$ cat config.mk
export PLATFORM = sky130hd
export DESIGN_NAME = ba_ctrl
export DESIGN_NICKNAME = d
export VERILOG_FILES = /design/src/ba_pkg.sv /design/src/ba_ctrl.sv
export SDC_FILE = /design/constraint.sdc
export NUM_CORES = 1
export LEC_CHECK = 0
export ABC_AREA = 1
export BUFFER_PORTS_ARGS = -buffer_cell sky130_fd_sc_hd__buf_4
export CAP_MARGIN = 10
export CORE_AREA = 10 10 52 54
export CTS_CLUSTER_DIAMETER = 200
export DETAILED_ROUTE_END_ITERATION = 10
export DIE_AREA = 0 0 62 64
export PLACE_DENSITY = 0.52
export RECOVER_POWER = 100
export SKIP_CTS_REPAIR_TIMING = 1
export SYNTH_ARGS = -nofsm -noshare
export SYNTH_HDL_FRONTEND = slang
export SYNTH_SLANG_ARGS = --single-unit
$ cat constraint.sdc
create_clock -name i_clk -period 1.2 [get_ports i_clk]
set_clock_uncertainty 0.1 [all_clocks]
set_input_delay 0.18 -clock i_clk [delete_from_list [all_inputs] [get_ports i_clk]]
set_output_delay 0.18 -clock i_clk [all_outputs]
set_load 0.02 [all_outputs]
$ cat src/ba_pkg.sv
// Package: shared constants, codes, state and command types for the buddy allocator.
package ba_pkg;

    localparam int MIN_EXP_DEF  = 4;
    localparam int POOL_EXP_DEF = 16;
    localparam int EXP_W        = 5;
    localparam int SIZE_W       = 17;
    localparam int ADDR_W       = 16;

    localparam logic [1:0] CMD_ALLOC = 2'd0;
    localparam logic [1:0] CMD_FREE  = 2'd1;
    localparam logic [1:0] CMD_QUERY = 2'd2;

    localparam logic [2:0] ST_OK       = 3'd0;
    localparam logic [2:0] ST_ZERO     = 3'd1;
    localparam logic [2:0] ST_NO_SPACE = 3'd2;
    localparam logic [2:0] ST_BAD_ADDR = 3'd3;
    localparam logic [2:0] ST_NOT_ALLOC = 3'd4;

    typedef enum logic [3:0] {
        S_CLEAR, S_IDLE, S_DECODE, S_SEARCH, S_POP, S_SPLIT,
        S_LOOKUP, S_MERGE, S_SCAN_RD, S_SCAN_CMP, S_DONE
    } t_state;

    typedef enum logic [3:0] {
        OP_NONE, OP_CLEAR, OP_LOAD, OP_DECODE, OP_SEARCH, OP_POP, OP_SPLIT,
        OP_LOOKUP, OP_MERGE, OP_SCAN_RD, OP_SCAN_CMP, OP_EMIT
    } t_dp_op;

    typedef struct packed {
        logic clr_done;
        logic dec_final;
        logic dec_alloc;
        logic search_fail;
        logic search_hit;
        logic split_end;
        logic lookup_final;
        logic merge_top;
        logic scan_end;
        logic scan_found;
        logic out_free;
    } t_dp_stat;

    // bit length of (v - 1): exponent of the power of two that covers v
    function automatic logic [EXP_W-1:0] ceil_log2(input logic [SIZE_W-1:0] v);
        logic [SIZE_W-1:0] m;
        logic [EXP_W-1:0]  res;
        m   = v - SIZE_W'(1);
        res = '0;
        for (int i = 0; i < SIZE_W; i++) begin
            if (m[i]) begin
                res = EXP_W'(i + 1);
            end
        end
        return res;
    endfunction

endpackage

$ cat src/ba_ctrl.sv
// Controller: state machine sequencing clear, decode, search, split and merge.
module ba_ctrl (
    input  logic             i_clk,
    input  logic             i_rst_n,
    input  logic             i_valid,
    output logic             o_ready,
    input  ba_pkg::t_dp_stat i_stat,
    output ba_pkg::t_dp_op   o_op
);
    ba_pkg::t_state r_state;
    ba_pkg::t_state n_state;

    always_ff @(posedge i_clk) begin
        if (!i_rst_n) begin
            r_state <= ba_pkg::S_CLEAR;
        end else begin
            r_state <= n_state;
        end
    end

    always_comb begin
        n_state = r_state;
        o_op    = ba_pkg::OP_NONE;
        o_ready = 1'b0;
        unique case (r_state)
            ba_pkg::S_CLEAR: begin
                o_op = ba_pkg::OP_CLEAR;
                if (i_stat.clr_done) n_state = ba_pkg::S_IDLE;
            end
            ba_pkg::S_IDLE: begin
                o_ready = 1'b1;
                if (i_valid) begin
                    o_op    = ba_pkg::OP_LOAD;
                    n_state = ba_pkg::S_DECODE;
                end
            end
            ba_pkg::S_DECODE: begin
                o_op = ba_pkg::OP_DECODE;
                if (i_stat.dec_final) n_state = ba_pkg::S_DONE;
                else if (i_stat.dec_alloc) n_state = ba_pkg::S_SEARCH;
                else n_state = ba_pkg::S_LOOKUP;
            end
            ba_pkg::S_SEARCH: begin
                o_op = ba_pkg::OP_SEARCH;
                if (i_stat.search_fail) n_state = ba_pkg::S_DONE;
                else if (i_stat.search_hit) n_state = ba_pkg::S_POP;
            end
            ba_pkg::S_POP: begin
                o_op    = ba_pkg::OP_POP;
                n_state = ba_pkg::S_SPLIT;
            end
            ba_pkg::S_SPLIT: begin
                o_op = ba_pkg::OP_SPLIT;
                if (i_stat.split_end) n_state = ba_pkg::S_DONE;
            end
            ba_pkg::S_LOOKUP: begin
                o_op = ba_pkg::OP_LOOKUP;
                if (i_stat.lookup_final) n_state = ba_pkg::S_DONE;
                else n_state = ba_pkg::S_MERGE;
            end
            ba_pkg::S_MERGE: begin
                o_op = ba_pkg::OP_MERGE;
                if (i_stat.merge_top) n_state = ba_pkg::S_DONE;
                else n_state = ba_pkg::S_SCAN_RD;
            end
            ba_pkg::S_SCAN_RD: begin
                o_op = ba_pkg::OP_SCAN_RD;
                if (i_stat.scan_end) begin
                    n_state = i_stat.scan_found ? ba_pkg::S_MERGE : ba_pkg::S_DONE;
                end else begin
                    n_state = ba_pkg::S_SCAN_CMP;
                end
            end
            ba_pkg::S_SCAN_CMP: begin
                o_op    = ba_pkg::OP_SCAN_CMP;
                n_state = ba_pkg::S_SCAN_RD;
            end
            ba_pkg::S_DONE: begin
                if (i_stat.out_free) begin
                    o_op    = ba_pkg::OP_EMIT;
                    n_state = ba_pkg::S_IDLE;
                end
            end
            default: begin
                n_state = ba_pkg::S_IDLE;
            end
        endcase
    end
endmodule

==> results.toml <==
[route]
totalWireLength_mm = 1.78
routed_via_density = 4.66
remaining_drc_errors = 0
drt_iter0_drc = 11
antenna_left = 0
wl_per_cell_um = 11.5
dr_total_vias = 722
first_pass_iters = 4

[floorplan]
pin_count = 19
die_area_sq_um = 3970
core_region_area_sq_um = 1710
initial_utilization_pct = 28.8
die_h_um = 64
die_width_um = 62
rows = 15

[finish]
fin_area_sq_um = 891
multi_input_area_sq_um = 419
largest-register = "r_state"
reg_top3 = "r_state (4)"
final_nets = 145
synthToLayoutAreaGrowth_pct = 81.2
drive_above_1_share_pct = 46.2
largest_register_ffs = 4
fillers = 182
antennaDiodeCount = 0
regArea_sq_um = 95.1

[clocking]
root_buffer = "clkbuf_4"
clk-insertion-delay-late_ns = 0.24
cts_buffer_depth = 2
clk_pin_slew_ns = 0.04
cts_sinks = 4
htreeDepth = 1
numCtsBuffers = 3
cts_tree = "yes"

[synth]
syn_area_per_cell_sq_um = 5.23
synth.top_cell.area_share_pct = 21.4
netlist_area_sq_um = 492
syn_nets = 108
yosysWarnings = 0
postSynthCellCount = 94
synth_cell_types = 14
synth_area_leaders = "nand2_1 21%, dfxtp_1 16%, nand3_1 15%"
yosysSeqAreaShare_pct = 16.3
ys_ff_latch = 4
synth.largest_area_cell = "nand2_1"

[power]
power.sequential.fraction_pct = 17.0
p_switching_mw = 0.733
power.leakage_nw = 0.478
switching_share_pct = 48.7
internal_power_mw = 0.772
vdd_drop_max_mv = 0.701
power_mw = 1.50
p_comb_share_pct = 70.3
clkPwrFrac_pct = 12.7
power_density_nw_per_um2 = 1690

[worst_setup_path]
critical_path_class = "reg -> out"
cp_data_arrival_time_ns = 1.25
cpMaxStageDelayCell = "dfxtp_4"
critPathRequiredTime_ns = 0.92
timing.rr.start = "r_state[3]"
critPathBufInv = 2
end_kind = "output port"
cp_cell_sequence = "nand2_1 -> buf_4 -> o21ai_0 -> a21oi_1 -> buf_4"
cp_top_family = "flip-flops"
crit_fanout = 5
critPathLaunch = "r_state[1]"
crit_top_cell = "buf_4"
slowest_delay_ns = 0.39
setup.worst_path.start_class = "flop"

[timing]
max_freq_mhz = 653
fin_crit_ns = 1.53
fin_hold_ws_ns = 0.101
hold_violations = 0
slew-limit-headroom_pct = 76.4
rsz0062_at_grt = "true"
drv_slew = 0
fin_crit_sh_pct = 128
setup_viol = 9
timing.final.ws_setup_ns = -0.331
tightest_slew_ns = 0.353

[placement]
gp_congestion = 0.890
place_area_sq_um = 783
port_buffers = 18
place_ws_ns = -0.155
hpwl_mm = 1.46

[status]
status = "complete, but fails checks"
violations = "setup timing"

[global_routing]
grt_usage_pct = 8.73
grt_max_degree = 9
antenna_found_initial = 0
grt_first_pass_wirelength_mm = 2.75
grt.overflow.total = 0
grt_pass1_vias = 624

[worst_hold_path]
min_from = "i_rst_n"
hold_class = "in -> reg"

[run]
drv_cap = 0
layout by cell type (no fill, tap or decap):
cell type,count
buf_4,30
nand2_1,24
nand3_1,13
nor2_1,9
inv_1,9
nor2_4,6
nand4_1,5
inv_4,4
a21oi_1,4
dfxtp_4,4
nand2_4,3
clkbuf_4,3
nand3_2,2
nand2_2,2
o21ai_1,2
nand3b_1,2
buf_6,2
inv_6,1
o21ai_0,1
inv_2,1
nor2_2,1
a21oi_2,1
clkbuf_1,1
synth_stat cells (all sizes together):
| library cell | instances |
|---|---|
| inv | 15 |
| o21ai | 3 |
| nor2 | 16 |
| dfxtp | 4 |
| nand3 | 15 |
| a21oi | 5 |
| nand2 | 29 |
| nand4 | 5 |
| nand3b | 2 |
power by group through the flow:
stage	combinational (mW)	clock, mW	sequential (mW)
6_report	1.06	0.191	0.256
5_1_grt	1.16	0.200	0.264
4_1_cts	0.936	0.189	0.237
3_5_place_dp	0.933	0	0.239
3_3_place_gp	0.927	0	0.237
2_1_floorplan	0.565	0	0.235
final timing paths:
| kind | to | slack [ns] | cells after the start |
|---|---|---|---|
| setup reg to reg | r_state[0] | -0.20 | 9 |
| hold reg to reg | r_state[1] | 0.58 | 3 |
| hold / removal | r_state[0] | 0.10 | 3 |
| setup / recovery | o_op[2] | -0.33 | 5 |
metal layers:
| metal | track usage (%) | vias up | share of wire [%] |
|---|---|---|---|
| met1 | 10.9 | 319 | 46 |
| met5 | 0 | - | 0 |
| met2 | 14.0 | 24 | 47 |
| met4 | 3.35 | 0 | 0.67 |
| met3 | 1.78 | 2 | 6.3 |
| li1 | - | 377 | - |
area by class of cell:
type / count / share of cell area [%]
multi-input combinational: 75 / 47.1
timing repair buffer: 32 / 27.8
sequential: 4 / 10.7
inverter: 15 / 8.01
tap: 25 / 3.51
clock buffer: 4 / 2.95
tightest hold or removal path: cells and delay by family:
kind                   cells  cell delay, ns
buffers and inverters      1            0.11
AND/OR/NAND/NOR            2            0.11
per-stage QoR:
step | util [%] | setup TNS [ns] | instances
after detailed placement | 45.9 | -0.858 | 149
after global routing | 52.2 | -2.61 | 155
final | 52.2 | -1.90 | 155
after CTS | 47.4 | -2.03 | 153
after global placement | 45.9 | -0.846 | 149
after floorplan | - | -0.0521 | 94
logic make-up after synthesis:
logic type	Yosys count	synth area share, %
buffers and inverters	15	11.5
AO/OA/AOI/OAI	8	8.14
AND/OR/NAND/NOR	67	64.1
flip-flops	4	16.3
Power figures use the tool's default switching activity.
